## src/rtl/ips_pkg.sv

```systemverilog
// Package for the IPS patch stream parser: phase encoding, result kinds,
// result record type and the header text. Used by all rtl files.
`default_nettype none

package ips_pkg;

	localparam int unsigned AddrW   = 24;
	localparam int unsigned LenW    = 16;
	localparam int unsigned FifoDepth = 4;
	localparam int unsigned FifoPtrW  = $clog2(FifoDepth);

	localparam logic [AddrW-1:0] EofMark = 24'h454F46;
	localparam logic [2:0]       HdrLen  = 3'd5;

	typedef enum logic [2:0] {
		PH_HEADER,
		PH_OFFSET,
		PH_LENGTH,
		PH_LITERAL,
		PH_RCOUNT,
		PH_RFILL,
		PH_STOPPED
	} ips_phase_t;

	typedef enum logic [1:0] {
		KIND_LITERAL = 2'd0,
		KIND_RUN     = 2'd1,
		KIND_ERROR   = 2'd2,
		KIND_END     = 2'd3
	} ips_kind_t;

	typedef struct packed {
		ips_kind_t        kind;
		logic [AddrW-1:0] write_address;
		logic [7:0]       data_byte;
		logic [LenW-1:0]  run_count;
	} ips_res_t;

	typedef struct packed {
		logic full;
		logic empty;
	} ips_fifo_stat_t;

	// Expected header byte at a given position of "PATCH".
	function automatic logic [7:0] hdr_char(input logic [2:0] idx);
		logic [7:0] c;
		case (idx)
			3'd0: c = 8'h50;
			3'd1: c = 8'h41;
			3'd2: c = 8'h54;
			3'd3: c = 8'h43;
			3'd4: c = 8'h48;
			default: c = 8'h00;
		endcase
		return c;
	endfunction

endpackage

`default_nettype wire

```

## src/rtl/ips_front.sv

```systemverilog
// Front end of the IPS parser: header check and record field decoding.
// Depends on ips_pkg; pushes one result record per byte that yields one.
`default_nettype none

module ips_front
	import ips_pkg::*;
(
	input  wire logic        clk,
	input  wire logic        arst_n,
	input  wire logic        in_fire,
	input  wire logic [7:0]  in_byte,
	input  wire logic        in_start,
	output logic             res_push,
	output ips_res_t         res
);

	ips_phase_t       phase_q, cur_phase, nxt_phase;
	logic [2:0]       hidx_q, cur_hidx, nxt_hidx;
	logic [AddrW-1:0] acc_q, cur_acc, nxt_acc;
	logic [1:0]       bcnt_q, cur_bcnt, nxt_bcnt;
	logic [AddrW-1:0] offs_q, cur_offs, nxt_offs;
	logic [LenW-1:0]  rem_q, cur_rem, nxt_rem;
	logic [LenW-1:0]  fill_q, cur_fill, nxt_fill;
	logic [AddrW-1:0] shifted;

	// start_patch restarts parsing before this byte is taken
	always_comb begin
		if (in_start) begin
			cur_phase = PH_HEADER;
			cur_hidx  = '0;
			cur_acc   = '0;
			cur_bcnt  = '0;
			cur_offs  = '0;
			cur_rem   = '0;
			cur_fill  = '0;
		end else begin
			cur_phase = phase_q;
			cur_hidx  = hidx_q;
			cur_acc   = acc_q;
			cur_bcnt  = bcnt_q;
			cur_offs  = offs_q;
			cur_rem   = rem_q;
			cur_fill  = fill_q;
		end
		shifted = {cur_acc[AddrW-9:0], in_byte};
	end

	// next state
	always_comb begin
		nxt_phase = cur_phase;
		nxt_hidx  = cur_hidx;
		nxt_acc   = cur_acc;
		nxt_bcnt  = cur_bcnt;
		nxt_offs  = cur_offs;
		nxt_rem   = cur_rem;
		nxt_fill  = cur_fill;
		case (cur_phase)
			PH_HEADER: begin
				if (cur_hidx > 3'd4 || in_byte != hdr_char(cur_hidx)) begin
					nxt_phase = PH_STOPPED;
				end else begin
					nxt_hidx = cur_hidx + 3'd1;
					if (nxt_hidx == HdrLen) begin
						nxt_phase = PH_OFFSET;
						nxt_acc   = '0;
						nxt_bcnt  = '0;
					end
				end
			end
			PH_OFFSET: begin
				nxt_acc  = shifted;
				nxt_bcnt = cur_bcnt + 2'd1;
				if (cur_bcnt == 2'd2) begin
					nxt_bcnt = '0;
					if (shifted == EofMark) begin
						nxt_phase = PH_STOPPED;
					end else begin
						nxt_offs  = shifted;
						nxt_acc   = '0;
						nxt_phase = PH_LENGTH;
					end
				end
			end
			PH_LENGTH: begin
				nxt_acc  = {8'h00, shifted[LenW-1:0]};
				nxt_bcnt = cur_bcnt + 2'd1;
				if (cur_bcnt == 2'd1) begin
					nxt_bcnt = '0;
					nxt_acc  = '0;
					if (shifted[LenW-1:0] == '0) begin
						nxt_phase = PH_RCOUNT;
					end else begin
						nxt_rem   = shifted[LenW-1:0];
						nxt_phase = PH_LITERAL;
					end
				end
			end
			PH_LITERAL: begin
				nxt_offs = cur_offs + AddrW'(1);
				nxt_rem  = cur_rem - LenW'(1);
				if (nxt_rem == '0) begin
					nxt_phase = PH_OFFSET;
					nxt_acc   = '0;
					nxt_bcnt  = '0;
				end
			end
			PH_RCOUNT: begin
				nxt_acc  = {8'h00, shifted[LenW-1:0]};
				nxt_bcnt = cur_bcnt + 2'd1;
				if (cur_bcnt == 2'd1) begin
					nxt_bcnt  = '0;
					nxt_fill  = shifted[LenW-1:0];
					nxt_acc   = '0;
					nxt_phase = PH_RFILL;
				end
			end
			PH_RFILL: begin
				nxt_phase = PH_OFFSET;
				nxt_acc   = '0;
				nxt_bcnt  = '0;
			end
			default: begin
				nxt_phase = cur_phase;
			end
		endcase
	end

	// result outputs
	always_comb begin
		res_push = 1'b0;
		res      = '0;
		case (cur_phase)
			PH_HEADER: begin
				if (cur_hidx > 3'd4 || in_byte != hdr_char(cur_hidx)) begin
					res_push = in_fire;
					res.kind = KIND_ERROR;
				end
			end
			PH_OFFSET: begin
				if (cur_bcnt == 2'd2 && shifted == EofMark) begin
					res_push = in_fire;
					res.kind = KIND_END;
				end
			end
			PH_LITERAL: begin
				res_push          = in_fire;
				res.kind          = KIND_LITERAL;
				res.write_address = cur_offs;
				res.data_byte     = in_byte;
			end
			PH_RFILL: begin
				res_push          = in_fire;
				res.kind          = KIND_RUN;
				res.write_address = cur_offs;
				res.data_byte     = in_byte;
				res.run_count     = cur_fill;
			end
			default: begin
				res_push = 1'b0;
			end
		endcase
	end

	always_ff @(posedge clk or negedge arst_n) begin
		if (!arst_n) begin
			phase_q <= PH_HEADER;
			hidx_q  <= '0;
			acc_q   <= '0;
			bcnt_q  <= '0;
			offs_q  <= '0;
			rem_q   <= '0;
			fill_q  <= '0;
		end else if (in_fire) begin
			phase_q <= nxt_phase;
			hidx_q  <= nxt_hidx;
			acc_q   <= nxt_acc;
			bcnt_q  <= nxt_bcnt;
			offs_q  <= nxt_offs;
			rem_q   <= nxt_rem;
			fill_q  <= nxt_fill;
		end
	end

endmodule

`default_nettype wire

```

## src/rtl/ips_cmd_fifo.sv

```systemverilog
// Short command queue between the parser front end and the output stage.
// Depends on ips_pkg for the result record type and depth.
`default_nettype none

module ips_cmd_fifo
	import ips_pkg::*;
(
	input  wire logic     clk,
	input  wire logic     arst_n,
	input  wire logic     push,
	input  wire ips_res_t push_data,
	input  wire logic     pop,
	output ips_res_t      head,
	output ips_fifo_stat_t stat
);

	localparam int unsigned CntW = FifoPtrW + 1;

	ips_res_t            mem_q [FifoDepth];
	logic [FifoPtrW-1:0] wr_ptr_q, rd_ptr_q;
	logic [CntW-1:0]     count_q;
	logic                do_push, do_pop;

	assign stat.full  = (count_q == CntW'(FifoDepth));
	assign stat.empty = (count_q == '0);
	assign do_push    = push && !stat.full;
	assign do_pop     = pop && !stat.empty;
	assign head       = mem_q[rd_ptr_q];

	always_ff @(posedge clk) begin
		if (do_push) begin
			mem_q[wr_ptr_q] <= push_data;
		end
	end

	always_ff @(posedge clk or negedge arst_n) begin
		if (!arst_n) begin
			wr_ptr_q <= '0;
			rd_ptr_q <= '0;
			count_q  <= '0;
		end else begin
			if (do_push) begin
				wr_ptr_q <= wr_ptr_q + FifoPtrW'(1);
			end
			if (do_pop) begin
				rd_ptr_q <= rd_ptr_q + FifoPtrW'(1);
			end
			case ({do_push, do_pop})
				2'b10:   count_q <= count_q + CntW'(1);
				2'b01:   count_q <= count_q - CntW'(1);
				default: count_q <= count_q;
			endcase
		end
	end

endmodule

`default_nettype wire

```

## src/rtl/ips_back.sv

```systemverilog
// Output stage: takes commands from the queue into a register and presents
// them as a stream transfer. Depends on ips_pkg.
`default_nettype none

module ips_back
	import ips_pkg::*;
(
	input  wire logic           clk,
	input  wire logic           arst_n,
	input  wire ips_fifo_stat_t stat,
	input  wire ips_res_t       head,
	output logic                pop,
	input  wire logic           m_axis_tready,
	output logic                m_axis_tvalid,
	output logic [47:0]         m_axis_tdata,
	output logic [1:0]          m_axis_tuser
);

	logic     valid_q;
	ips_res_t out_q;

	// refill when the register is empty or its transfer completes now
	assign pop = !stat.empty && (!valid_q || m_axis_tready);

	always_ff @(posedge clk or negedge arst_n) begin
		if (!arst_n) begin
			valid_q <= 1'b0;
		end else if (!valid_q || m_axis_tready) begin
			valid_q <= !stat.empty;
		end
	end

	always_ff @(posedge clk) begin
		if (pop) begin
			out_q <= head;
		end
	end

	assign m_axis_tvalid = valid_q;
	assign m_axis_tuser  = out_q.kind;
	assign m_axis_tdata  = {out_q.run_count, out_q.data_byte, out_q.write_address};

endmodule

`default_nettype wire

```

## src/rtl/ips_patch_stream_parser.sv

```systemverilog
// Top level of the IPS patch stream parser: front end, command queue and
// output stage. Depends on ips_pkg, ips_front, ips_cmd_fifo and ips_back.
//
// Channel   Dir  Bits              Contents
// s_axis    in   tdata[7:0]        patch_byte
//                tuser[0]          start_patch
// m_axis    out  tdata[47:0]       write_address[23:0], data_byte[31:24],
//                                  run_count[47:32]
//                tuser[1:0]        kind
//
// One patch byte is taken per cycle while the queue has room; a byte is parsed
// in the cycle of its transfer and any command it yields enters a four-entry queue.
// A result passes through the queue and then the output register before it
// appears on m_axis.
// s_axis_tready drops only while the queue is full, so a stalled consumer
// holds the input back after four pending commands plus the output register.
// Reset clears the phase to header parsing and empties the queue; no
// clearing pass is needed.
`default_nettype none

module ips_patch_stream_parser
	import ips_pkg::*;
(
	input  wire logic        clk,
	input  wire logic        arst_n,
	input  wire logic        s_axis_tvalid,
	output logic             s_axis_tready,
	input  wire logic [7:0]  s_axis_tdata,   // patch_byte
	input  wire logic        s_axis_tuser,   // start_patch
	output logic             m_axis_tvalid,
	input  wire logic        m_axis_tready,
	output logic [47:0]      m_axis_tdata,   // write_address, data_byte, run_count
	output logic [1:0]       m_axis_tuser    // kind
);

	logic           in_fire;
	logic           res_push;
	ips_res_t       res;
	ips_res_t       head;
	logic           pop;
	ips_fifo_stat_t stat;

	// hold the input while the queue cannot take a command
	assign s_axis_tready = !stat.full;
	assign in_fire       = s_axis_tvalid && s_axis_tready;

	ips_front u_front (
		.clk      (clk),
		.arst_n   (arst_n),
		.in_fire  (in_fire),
		.in_byte  (s_axis_tdata),
		.in_start (s_axis_tuser),
		.res_push (res_push),
		.res      (res)
	);

	ips_cmd_fifo u_fifo (
		.clk       (clk),
		.arst_n    (arst_n),
		.push      (res_push),
		.push_data (res),
		.pop       (pop),
		.head      (head),
		.stat      (stat)
	);

	ips_back u_back (
		.clk           (clk),
		.arst_n        (arst_n),
		.stat          (stat),
		.head          (head),
		.pop           (pop),
		.m_axis_tready (m_axis_tready),
		.m_axis_tvalid (m_axis_tvalid),
		.m_axis_tdata  (m_axis_tdata),
		.m_axis_tuser  (m_axis_tuser)
	);

endmodule

`default_nettype wire
```

## config.mk

```make
export PLATFORM = sky130hd
export DESIGN_NAME = ips_patch_stream_parser
export DESIGN_NICKNAME = d
export VERILOG_FILES = /design/src/rtl/ips_pkg.sv /design/src/rtl/ips_front.sv /design/src/rtl/ips_cmd_fifo.sv /design/src/rtl/ips_back.sv /design/src/rtl/ips_patch_stream_parser.sv
export SDC_FILE = /design/constraint.sdc
export NUM_CORES = 1
export LEC_CHECK = 0
export BUFFER_PORTS_ARGS = -buffer_cell sky130_fd_sc_hd__buf_2
export CORE_ASPECT_RATIO = 0.7
export CORE_UTILIZATION = 41
export DETAILED_ROUTE_END_ITERATION = 16
export SYNTH_ARGS = -nofsm -noshare
export SYNTH_HDL_FRONTEND = slang
export SYNTH_SLANG_ARGS = --single-unit
```

## constraint.sdc

```tcl
create_clock -name clk -period 5.2 [get_ports clk]
set_input_delay 0.78 -clock clk [delete_from_list [all_inputs] [get_ports clk]]
set_output_delay 0.78 -clock clk [all_outputs]
set_load 0.02 [all_outputs]
```

; Word-level counts from Yosys, hierarchy flattened
; Memory sizes are Yosys's and may differ from the RTL's. A register that Yosys moved wholly into a read port is not among the register bits.
; Index checks and enable logic that the tools add are counted.
[totals]
ff_bits = 96
latchBits = 0
ramBits = 200
rom_bits = 0
output_inout_bits = 52
memories = 1
[classes]
n_addsub = 8
n_mul = 0
div = 0
magnitude_cmp = 1
n_eq_ne = 17
shift = 0
n_mux = 52
n_bitwise = 0
n_reduce_logical = 18
[mem_list]
columns = memory, words, word_bits, rd, rd_clocked_by_memory_dff, wr, line
row1 = u_fifo.mem_q, 4, 50, 1, 1, 1, ips_cmd_fifo.sv:19  ; ips_res_t mem_q [FifoDepth];
[op_table]
columns = cell, count
row1 = $mux 24, 9
row2 = $mux 16, 8
row3 = $pmux 24 s5, 1
row4 = $pmux 24 s2, 1
row5 = $mux 3, 12
row6 = $pmux 7 s5, 1
row7 = $logic_not 16->1, 2
row8 = $mux 32, 1
row9 = $pmux 16 s2, 1
row10 = $add 24x1->24 const B, 1
row11 = $eq 24x23->1 const B, 1
row12 = $pmux 3 s6, 1
row13 = $mux 2, 8
row14 = $sub 16x1->16 const B, 1
row15 = $eq 3x3->1 const B, 5
row16 = $eq 3x2->1 const B, 4
row17 = $pmux 2 s5, 1
row18 = $logic_not 3->1, 3
row19 = $mux 8, 1
row20 = $ne 8x8->1, 1
row21 = $add 2x1->2 const B, 3
row22 = $add 3x1->3 const B, 2
row23 = $eq 3x1->1 const B, 2
row24 = $pmux 2 s3, 1
row25 = other kinds (12), 25

; Logic depth before layout (Yosys ltp)
; Gate-level depths: netlist of the first run.
[depth]
ltp_word = 11
mapped_depth = 21
depth_no_buf = 18

; By module
; Synthesis of the first run repeated with hierarchy kept, for this count alone.
[unflattened]
cells_unflattened = 1026
area_unflattened_um2 = 14855.5
[modules_own_cells]
columns = module, n_inst, cells_per_inst, area_per_inst_um2
row1 = ips_cmd_fifo, 1, 299, 7701.1
row2 = ips_front, 1, 670, 5592.9
row3 = ips_back, 1, 55, 1551.5
row4 = ips_patch_stream_parser, 1, 2, 10.0

; Least setup slack after synthesis of the first run
; Ideal clock, no wire load.
[synth_path]
path_type = input to register
startpoint = in s_axis_tuser
endpoint = mem u_fifo.mem_q[0][0] in the netlist's numbering (enable)
arrival_ps = 4586
required_time_ps = 4787
slack_ps = 201
stages = 13
n_path_buf = 3
cell_sequence = clkbuf_1 > inv_1 > clkbuf_1 > buf_1 > nand2_1 > ha_1 > or4_1 > o221ai_1 > o31ai_1 > and4_1 > or2_1 > a21oi_2 > and2_1
[synth_between]
elab_chain_cells = 11
elab_cells_between_ends = 28
[synth_lines]
columns = element, line
row1 = from (decl), ips_patch_stream_parser.sv:29  ; input wire logic s_axis_tuser,
row2 = $mux 3, ips_front.sv:28  ; if (in_start) begin
row3 = $eq 3x3->1 (tied with other cells), ips_pkg.sv:47  ; case (idx)
row4 = $pmux 7 s5, ips_pkg.sv:47
row5 = $mux 8, ips_front.sv:132  ; case (cur_phase)
row6 = $ne 8x8->1, ips_front.sv:134  ; if (cur_hidx > 3'd4 || in_byte != hdr_char(cur_hidx)) begin
row7 = $logic_or 1x1->1, ips_front.sv:134
row8 = $mux 1, ips_front.sv:134
row9 = $pmux 1 s3 (*), ips_front.sv:132
row10 = $logic_and 1x1->1 (*), ips_cmd_fifo.sv:26  ; assign do_push = push && !stat.full;
row11 = $mux 1 (*), ips_cmd_fifo.sv:31  ; if (do_push) begin
row12 = $mux 1 (implied by the code) (*), ips_cmd_fifo.sv:32  ; mem_q[wr_ptr_q] <= push_data;
row13 = to (decl), ips_cmd_fifo.sv:19
; Mark *: on every way between the ends. The rest lies on a longest branch, timed or not. The select of a mux whose other input is x is not followed.

; Worst setup path after layout of the first run
[layout_path]
startpoint = in s_axis_tuser
endpoint = mem u_fifo.mem_q[0][22] in the netlist's numbering (enable)
; Same word-level chain as after synthesis.

==> metrics.md, run 1 <==
| Metric | Value |
|---|---|
| Rows | 57 |
| Cell Pwr Density | 511 nW/um^2 |
| Drt via density | about 5.7 |
| GP Congestion | around 0.9 |
| Post-synthesis sequential area ratio | 66.2% |
| Worst Setup End Kind | flop |
| Max Cap Viol | 0 |
| Startpoint Class | input pin |
| Setup-failing EPs final | 0 |
| Crit share post-route | 73.6% |
| Post-DP HPWL | 21500 um |
| Drt drc | 0 |
| Setup ws final | 1.37 ns |
| GR Layer Usage met2 | 27.3% |
| Root Buffer | clkbuf_16 |
| Post-CTS Setup Repair Bufs | 0 |
| CP Data Required Time | approximately 5.4 ns |
| Layout Nets | ~1100 |
| Post-Route WL | 34200 um |
| Mux contribution to synthesized area | just over 8% |
| Fin Hold WS | 0.344 ns |
| DP Worst Slack | 0.887 ns |
| Slew Viols, Final | 0 |
| RSZ-0062 raised after global routing | no |
| Worst slew pin tran | 1.23 ns |
| Post-Synth Simple-Gate Area | 10.1% |
| Syn Inst Count | slightly above 1000 |
| Most frequent cells in the layout | edfxtp_1, dfrtp_1, nand2_1 |
| Vias | 8993 |
| Length of the first detailed-routing pass in iterations | 5 |
| Clock Latency Late Sink | 0.52 ns |
| GR Util met3 | slightly below 5% |
| Status | finished, final reports clean |
| Largest family of logic cells by synthesized area | simple AND/OR/NAND/NOR gates |
| Top FF cell, synth | edfxtp_1 |
| Type of the tightest min-delay check | input pin to async pin |
| Highest Clock Rate | ~0.26 GHz |
| Commonest non-fill, non-tap cell in the layout | edfxtp_1 |
| Max clock buf depth | 3 |
| Die height | 160 um |
| EDFF count, synth | 250 |
| Die Wd | 228 um |
| Max VDD drop | between 0.2 and 0.25 mV |
| Filler cell count | 3006 |
| Post-cts hold buffer count | 0 |
| Antenna diodes | 0 |
| First-pass GRT wire length | 53500 um |
| Post-Synth Adder-Cell Area | 1.33% |
| Clock Power Share | 27.4% |
| Combinational Power Share | a little over a quarter |
| Initial core utilization | a little over two fifths |
| Rel. slew slack | 17.4% |
| Main area contributors after synthesis | edfxtp_1, dfrtp_1, mux4_2 |
| Worst path cell trace | buf_2, nand2b_1, inv_1, ha_1, or4_1, o221ai_1, o31ai_1, and4_1, or2_1, a21oi_2, and2_2, buf_12 |
| Worst path slowest cell | or4_1 |
| Synthesis Warnings | 0 |
| Core Area | 34900 um^2 |
| Area leader, netlist | edfxtp_1 |
| NetSw | 2.77 mW |
| Vias in the first global route | about 9000 |
| Syn Nets | 1056 |
| Mapped Area | 14700 um^2 |
| Num Clock Sinks | 338 |
| I/O pin cnt | 65 |
| Die area | around 37000 um^2 |
| Syn avg cell area | 14.3 um^2 |
| Hold violation total from the final report | 0 |
| Complex-gate fraction of the synthesized area | under 10% |
| CTS tree | yes |
| Flop pwr share | a little under half |
| Net Sw Frac | 32.7% |
| Pint | 5.71 mW |
| Largest net degree at the start of global routing | 59 |
| CTS buffer count | 34 |
| Setup CP Type | input pin to flop |
| Min Clock Period, post-route | 3.83 ns |
| Clk_skew | just over 0.008 ns |
| Area Growth Syn to Fin | 12.9% |
| Port bufs | 64 |
| Avg WL per Cell | 21.7 um |
| Layout cells sized above 1 | between 10% and 20% |
| #FFs+latches synth | roughly 340 |
| Overflow after GRT | 0 |
| Clk slew on worst S/H paths | about 0.060 ns |
| M1 GR Usage | between 20% and 30% |
| Crit-path max FO | 37 |
| Gr usage total | 19.1% |
| Global-route layer with the greatest usage | met1 |
| Post-Synth XOR/XNOR Area | 1.55% |
| CTS H-tree lvls | 2 |
| DR iter-0 viols | roughly 900 |
| Setup TNS | 0 ns |
| Detail Route Antenna Nets | 0 |
| Synth unique cells | between 70 and 80 |
| Arr. time, crit path | 4.03 ns |
| Lkg Pwr | 6.05 nW |
| Largest stage delay, worst path | approximately 0.56 ns |
| Post-synth top area share | approximately half |
| Async set-reset flop share out of synthesis | 26.0% |
| Post-cts sizing count | 0 |
| Initial antenna violation count | 0 |
## path summary, 6_finish.rpt
check	from	end	slack [ns]	depth (start not counted)
setup / recovery	s_axis_tuser	u_fifo.mem_q[0][22]	1.37	12
hold / removal	arst_n	u_front.hidx_q[0]	0.34	1
setup reg to reg	u_front.hidx_q[0]	u_fifo.mem_q[0][22]	1.38	11
hold reg to reg	u_front.fill_q[12]	u_front.fill_q[12]	0.49	1
max in group asynchronous	arst_n	u_fifo.rd_ptr_q[0]	3.87	2
min in group clk	m_axis_tready	u_back.m_axis_tvalid	0.45	2
## through the flow
| step | utilization, % | instances | power, mW | cell area, um^2 |
|---|---|---|---|---|
| final | 47.4 | 1578 | 8.48 | 16600 |
| after global routing | 47.4 | 1578 | 8.91 | 16600 |
| after CTS | 47.4 | 1578 | 8.56 | 16600 |
| after detailed placement | 44.4 | 1517 | 6.23 | 15500 |
| after global placement | 44.4 | 1517 | 6.20 | 15500 |
| after floorplan | - | 1028 | 5.47 | 14700 |
## cell type report
cell class	instances	area (um^2)	share of cell area [%]
clock inverters	23	158	0.951
multi-input cells	587	4580	27.6
flip-flops and latches	338	9710	58.6
clock buffers	38	887	5.35
well taps	472	591	3.56
repair buffers	80	493	2.97
inverters	40	150	0.906
## sequential cells by signal, indices dropped and copies added (netlist names), 16 cells and up
signal,count
u_fifo.mem_q,200
u_back.m_axis_tdata,48
u_front.offs_q,24
u_front.acc_q,16
u_front.fill_q,16
u_front.rem_q,16
## critical path: cells and delay by family
family | cells | cell delay, ns
buf+inv | 3 | 0.55
fa+ha+maj | 1 | 0.23
simple gates | 5 | 1.85
compound gates | 3 | 0.60
## power groups by stage
stage	sequential, mW	clock (mW)	combinational [mW]
after floorplan	3.99	0	1.48
after global placement	3.94	0	2.27
after detailed placement	3.95	0	2.28
after CTS	3.90	2.38	2.29
after global routing	3.96	2.48	2.47
final	3.90	2.32	2.26
## routing by layer
metal | part of all wire, % | vias up | routed length (um)
li1 | - | 4051 | -
met1 | 47 | 4534 | 16100
met2 | 43 | 354 | 14600
met3 | 8.2 | 54 | 2810
met4 | 2.2 | 0 | 738
met5 | 0 | - | 0
## cell families after synthesis
group	after synthesis
muxes	58
AOI/OAI and AO/OA	207
and+or+nand+nor	281
buffers and inverters	103
adders and majority gates	15
DFF	338
xor gates and xnor gates	26
## Yosys cell counts (all sizes together), types with 21 or more instances
| cell | n |
|---|---|
| nor3 | 24 |
| edfxtp | 250 |
| clkbuf | 53 |
| inv | 40 |
| nor2 | 45 |
| and2 | 23 |
| nand3 | 21 |
| nand2 | 76 |
| o21ai | 47 |
| dfrtp | 88 |
| mux4 | 50 |
| and3 | 31 |
| a22oi | 31 |
| a21oi | 33 |
(Power assumes the default switching activity.)
==> run 2, diff against run 1 <==
clock period = 3.6 ns   (was 5.2 ns; I/O delays follow)
==> metrics.md, run 2 (same netlist as run 1, synthesis figures left out) <==
| Metric | Value |
|---|---|
| Cell Pwr Density | 738 nW/um^2 |
| Worst slew pin tran | 1.20 ns |
| Crit-path max FO | 4 |
| Hold violation total from the final report | 0 |
| Avg WL per Cell | 21.6 um |
| CTS H-tree lvls | 2 |
| Port bufs | 64 |
| Post-cts hold buffer count | 0 |
| Layout cells sized above 1 | 22.8% |
| Rows | 57 |
| Setup-failing EPs final | 0 |
| First-pass GRT wire length | 55000 um |
| GR Util met3 | 3.75% |
| DP Worst Slack | -0.0299 ns |
| DR iter-0 viols | 902 |
| R2R Path Start | u_front.hidx_q[0] |
| Post-route cell area | about 17000 um^2 |
| RSZ-0062 raised after global routing | no |
| Antenna diodes | 0 |
| Detail Route Antenna Nets | 0 |
| Length of the first detailed-routing pass in iterations | 5 |
| Crit share post-route | 91.9% |
| CP Data Required Time | 4.05 ns |
| Max reg flops | 200 |
| Highest Clock Rate | 0.302 GHz |
| Die area | 36600 um^2 |
| Layout Nets | 1150 |
| GP Congestion | between 0.8 and 0.9 |
| M1 GR Usage | between 30% and 40% |
| Initial core utilization | 42.0% |
| GR Layer Usage met2 | between 20 and 30% |
| CP Launch Point | u_front.hidx_q[0] |
| CTS tree | yes |
| Fin Hold WS | 0.0964 ns |
| Most frequent cells in the layout | edfxtp_1, dfrtp_1, nand2_1 |
| Final Util | about 50% |
| Initial antenna violation count | 0 |
| Die height | between 150 and 200 um |
| Num Clock Sinks | approximately 340 |
| Post-Route WL | about 35000 um |
| Largest net degree at the start of global routing | 58 |
| Setup CP Type | flop to flop |
| Post-DP HPWL | 23100 um |
| Root Buffer | clkbuf_16 |
| Vias in the first global route | 8926 |
| CTS buffer count | 34 |
| Status | finished, final reports clean |
| Slew Viols, Final | 0 |
| Area Growth Syn to Fin | 16.6% |
| Lkg Pwr | 6.35 nW |
| Type of the tightest min-delay check | input pin to async pin |
| Post-cts sizing count | 0 |
| Vias | 9132 |
| Reg2Reg Depth | 16 |
| Area of placed instances | between 15000 and 20000 um^2 |
| Post-CTS Setup Repair Bufs | 0 |
| Max VDD drop | 0.329 mV |
| Overflow after GRT | 0 |
| Global-route layer with the greatest usage | met1 |
| Startpoint Class | flop |
| Drt via density | 5.64 |
| Drt drc | 0 |
| I/O pin cnt | 65 |
| Clk_skew | 0.0295 ns |
| Clock Latency Late Sink | 0.54 ns |
| Gr usage total | 19.6% |
| Max clock buf depth | 3 |
| Commonest non-fill, non-tap cell in the layout | edfxtp_1 |
| Arr. time, crit path | 3.76 ns |
| Setup ws final | roughly 0.3 ns |
| Core Area | 34900 um^2 |
| Max Cap Viol | 0 |
| Rel. slew slack | around 20% |
| Power consumption | 12.6 mW |
| Worst Setup End Kind | flop |
| Die Wd | ~230 um |
| Largest register by flop count | u_fifo.mem_q |
| Clk slew on worst S/H paths | 0.07 ns |
| Min Clock Period, post-route | 3.31 ns |
## run 2: cell count changes in the layout (fill, tap and decap cells not counted), sizes merged
cell,previous run,this run
clkinvlp,3,2
bufinv,1,2
clkinv,17,11
clkbuf,38,46
buf,80,121
inv,42,41
## run 2: final cells by class
class / count / area, um^2
multi-input combinational: 587 / 4640
sequential: 338 / 9710
tap: 472 / 591
inverter: 40 / 153
timing repair buffer: 121 / 888
clock buffer: 46 / 977
clock inverter: 16 / 155
fill: 3028 / 17800
## run 2: routing by layer
| layer | routed length, um | up-vias |
|---|---|---|
| li1 | - | 4144 |
| met1 | 17300 | 4595 |
| met2 | 14600 | 328 |
| met3 | 2310 | 65 |
| met4 | 821 | 0 |
| met5 | 0 | - |
## run 2: power by group
part           switching [mW]  internal, mW
Combinational            2.10          1.45
Clock                    1.49          2.06
Sequential              0.466          5.06
## run 2: worst max-delay path, stage by stage, from the launching register on
cell and delay (ns):
dfrtp_1 0.41, nand2b_4 0.10, inv_1 0.08, ha_2 0.18
or4_4 0.53, o21a_1 0.12, o31ai_1 0.25, and4_1 0.29
or2_4 0.16, a21oi_4 0.05, inv_1 0.07, ha_1 0.15
inv_1 0.05, fa_2 0.33, xor2_1 0.14, nor2_1 0.14
xor2_1 0.15
## run 2: worst paths after layout
kind	endpoint	slack [ns]
hold reg to reg	u_front.fill_q[0]	0.49
max in group asynchronous	u_front.fill_q[3]	2.84
setup / recovery	u_fifo.count_q[2]	0.29
min in group clk	u_back.m_axis_tvalid	0.21
hold / removal	u_front.acc_q[0]	0.1
setup reg to reg	u_fifo.count_q[2]	0.29
## run 2: metrics by stage
stage | TNS, ns | cells
5_1_grt | 0 | 1620
2_1_floorplan | -0.0274 | 1028
4_1_cts | 0 | 1620
3_3_place_gp | 0 | 1558
3_5_place_dp | -0.0299 | 1558
6_report | 0 | 1620
==> run 3, diff against run 2 <==
ABC_AREA = 1   (was unset)
==> metrics.md, run 3 <==
| Metric | Value |
|---|---|
| Length of the first detailed-routing pass in iterations | 7 |
| CTS tree | yes |
| Hold violation total from the final report | 0 |
| Initial core utilization | 41.8% |
| Lkg Pwr | 7.51 nW |
| Post-DP HPWL | 26600 um |
| Commonest non-fill, non-tap cell in the layout | nand2_1 |
| Layout Nets | 1762 |
| #FFs+latches synth | 338 |
| Highest Clock Rate | 0.334 GHz |
| Clk_skew | 0.0282 ns |
| Post-Route WL | 41200 um |
| Worst slew pin tran | 1.07 ns |
| Drt drc | 0 |
| CTS buffer count | 35 |
| Gr usage total | 20.8% |
| Drt via density | roughly 5.3 |
| Setup TNS | 0 ns |
| Clk slew on worst S/H paths | 0.06 ns |
| Top FF cell, synth | edfxtp_1 |
| Synth unique cells | 48 |
| Max VDD drop | 0.363 mV |
| Post-CTS Setup Repair Bufs | 0 |
| I/O pin cnt | 65 |
| Status | finished, final reports clean |
| Crit-path max FO | 8 |
| Initial antenna violation count | 0 |
| Avg WL per Cell | 18.0 um |
| Rel. slew slack | 28.8% |
| Area Growth Syn to Fin | 12.9% |
| Type of the tightest min-delay check | input pin to async pin |
| Post-synthesis sequential area ratio | 60.2% |
| Rows | 60 |
| Async set-reset flop share out of synthesis | between 20% and 30% |
| GP Congestion | 0.931 |
| Worst Setup End Kind | flop |
| Post-synth top area share | 46.6% |
| Post-cts sizing count | 0 |
| Max clock buf depth | 3 |
| Arr. time, crit path | roughly 3.4 ns |
| Syn Inst Count | approximately 1700 |
| Mapped Area | 16100 um^2 |
| Port bufs | 64 |
| CP Data Required Time | 4.02 ns |
| Antenna diodes | 0 |
| Main area contributors after synthesis | edfxtp_1, dfrtp_1, nand2_1 |
| RSZ-0062 raised after global routing | no |
| CTS H-tree lvls | 2 |
| Overflow after GRT | 0 |
| Core Area | 38600 um^2 |
| Min Clock Period, post-route | ~3.0 ns |
| Die Wd | 239 um |
| Syn Nets | 1700 |
| Setup CP Type | flop to flop |
| Cell Pwr Density | 799 nW/um^2 |
| Placed cells | about 2200 |
| Vias | 12127 |
| Non-Filler Instances | between 2000 and 2500 |
| Layout cells sized above 1 | 13.5% |
| First-pass GRT wire length | approximately 65000 um |
| Max reg flops | 200 |
| Startpoint Class | flop |
| Root Buffer | clkbuf_16 |
| Post-synth top cells | nand2_1, nor2_1, edfxtp_1 |
| Post-cts hold buffer count | 0 |
| Area leader, netlist | edfxtp_1 |
| Num Clock Sinks | 338 |
| Die area | 40100 um^2 |
| Largest register by flop count | u_fifo.mem_q |
| Detail Route Antenna Nets | 0 |
| EDFF count, synth | 250 |
| Slew Viols, Final | 0 |
| Setup-failing EPs final | 0 |
| Syn avg cell area | 9.64 um^2 |
| Max Cap Viol | 0 |
| Most frequent cells in the layout | nand2_1, nor2_1, edfxtp_1 |
| Vias in the first global route | ~11000 |
| Count leader, synth | nand2_1 |
| Crit share post-route | 83.2% |
| Synthesis Warnings | 0 |
| Clock Latency Late Sink | 0.54 ns |
| Die height | about 170 um |
| Largest net degree at the start of global routing | 103 |
| DR iter-0 viols | 1131 |
-- run 3: cell types whose count changed in the layout (fill, tap and decap cells not counted), sizes merged, moves of 48 or more --
cell	change
nor2	+249
nand2	+219
inv	+147
o21ai	+128
mux4	-50
o22ai	+48
-- run 3: cell type report --
cell class,count,area (um^2)
clock inverter,20,140
tap,527,659
clock buffer,41,898
sequential,338,9710
fill,3613,20400
timing repair buffer,101,701
inverter,187,709
multi-input combinational,1071,5390
-- run 3: cell families (layout without fill, tap and decap cells) --
| group | count (synthesis) | in the layout | synth area share, % |
|---|---|---|---|
| and+or+nand+nor | 698 | 698 | 19.2 |
| DFF | 338 | 338 | 60.2 |
| xor gates and xnor gates | 8 | 8 | 0.435 |
| buffers and inverters | 263 | 349 | 6.74 |
| AOI/OAI and AO/OA | 350 | 350 | 12.2 |
| adders and majority gates | 15 | 15 | 1.21 |
-- run 3: final timing paths --
kind	startpoint	to	slack, ns	cells after the start
worst max-delay path	u_front.hidx_q[0]	u_fifo.count_q[2]	0.61	20
worst max register to register	u_front.hidx_q[0]	u_fifo.count_q[2]	0.61	20
worst min register to register	u_fifo.count_q[0]	u_fifo.count_q[0]	0.48	1
worst min-delay path	arst_n	u_front.offs_q[8]	0.06	1
min in group clk	s_axis_tdata[0]	u_front.fill_q[0]	0.41	3
max in group asynchronous	arst_n	u_front.hidx_q[2]	2.75	2
-- run 3: where the power goes --
group	switching [mW]	total (mW)	internal [mW]
Combinational	3.80	5.32	1.52
Sequential	0.388	5.84	5.45
Clock	1.52	3.39	1.87
-- run 3: routing by layer --
layer	GRT usage, %	routed length, um
met4	5.10	777
met5	0	0
met1	32.6	20200
met3	3.85	2960
met2	29.3	17200
-- run 3: worst max-delay path, stage by stage, from the launching register on --
cell and delay [ns]:
dfrtp_1 0.40, nand2_4 0.13, inv_2 0.07, ha_1 0.22
nor2_1 0.11, nand2_1 0.06, nand2_1 0.10, inv_1 0.06
nand2_1 0.10, nor2_1 0.06, nor2_1 0.14, nand3_1 0.12
nand2_1 0.13, nand3_2 0.12, nand2_4 0.09, ha_1 0.13
inv_1 0.07, fa_1 0.40, a21oi_1 0.13, o21ai_0 0.11
xor2_1 0.15
-- run 3: stage by stage --
stage	instance area [um^2]	power (mW)	utilization, %	hold WS, ns	setup WS (ns)
finish	18200	14.5	47.2	0.0595	0.606
global route	18200	15.5	47.2	0.0925	0.317
CTS	18200	14.6	47.2	0.0705	0.619
detailed placement	17200	11.2	44.5	0.465	0.218
global placement	17200	11.2	44.5	0.463	0.237
floorplan	16200	9.62	-	0.244	0.00252
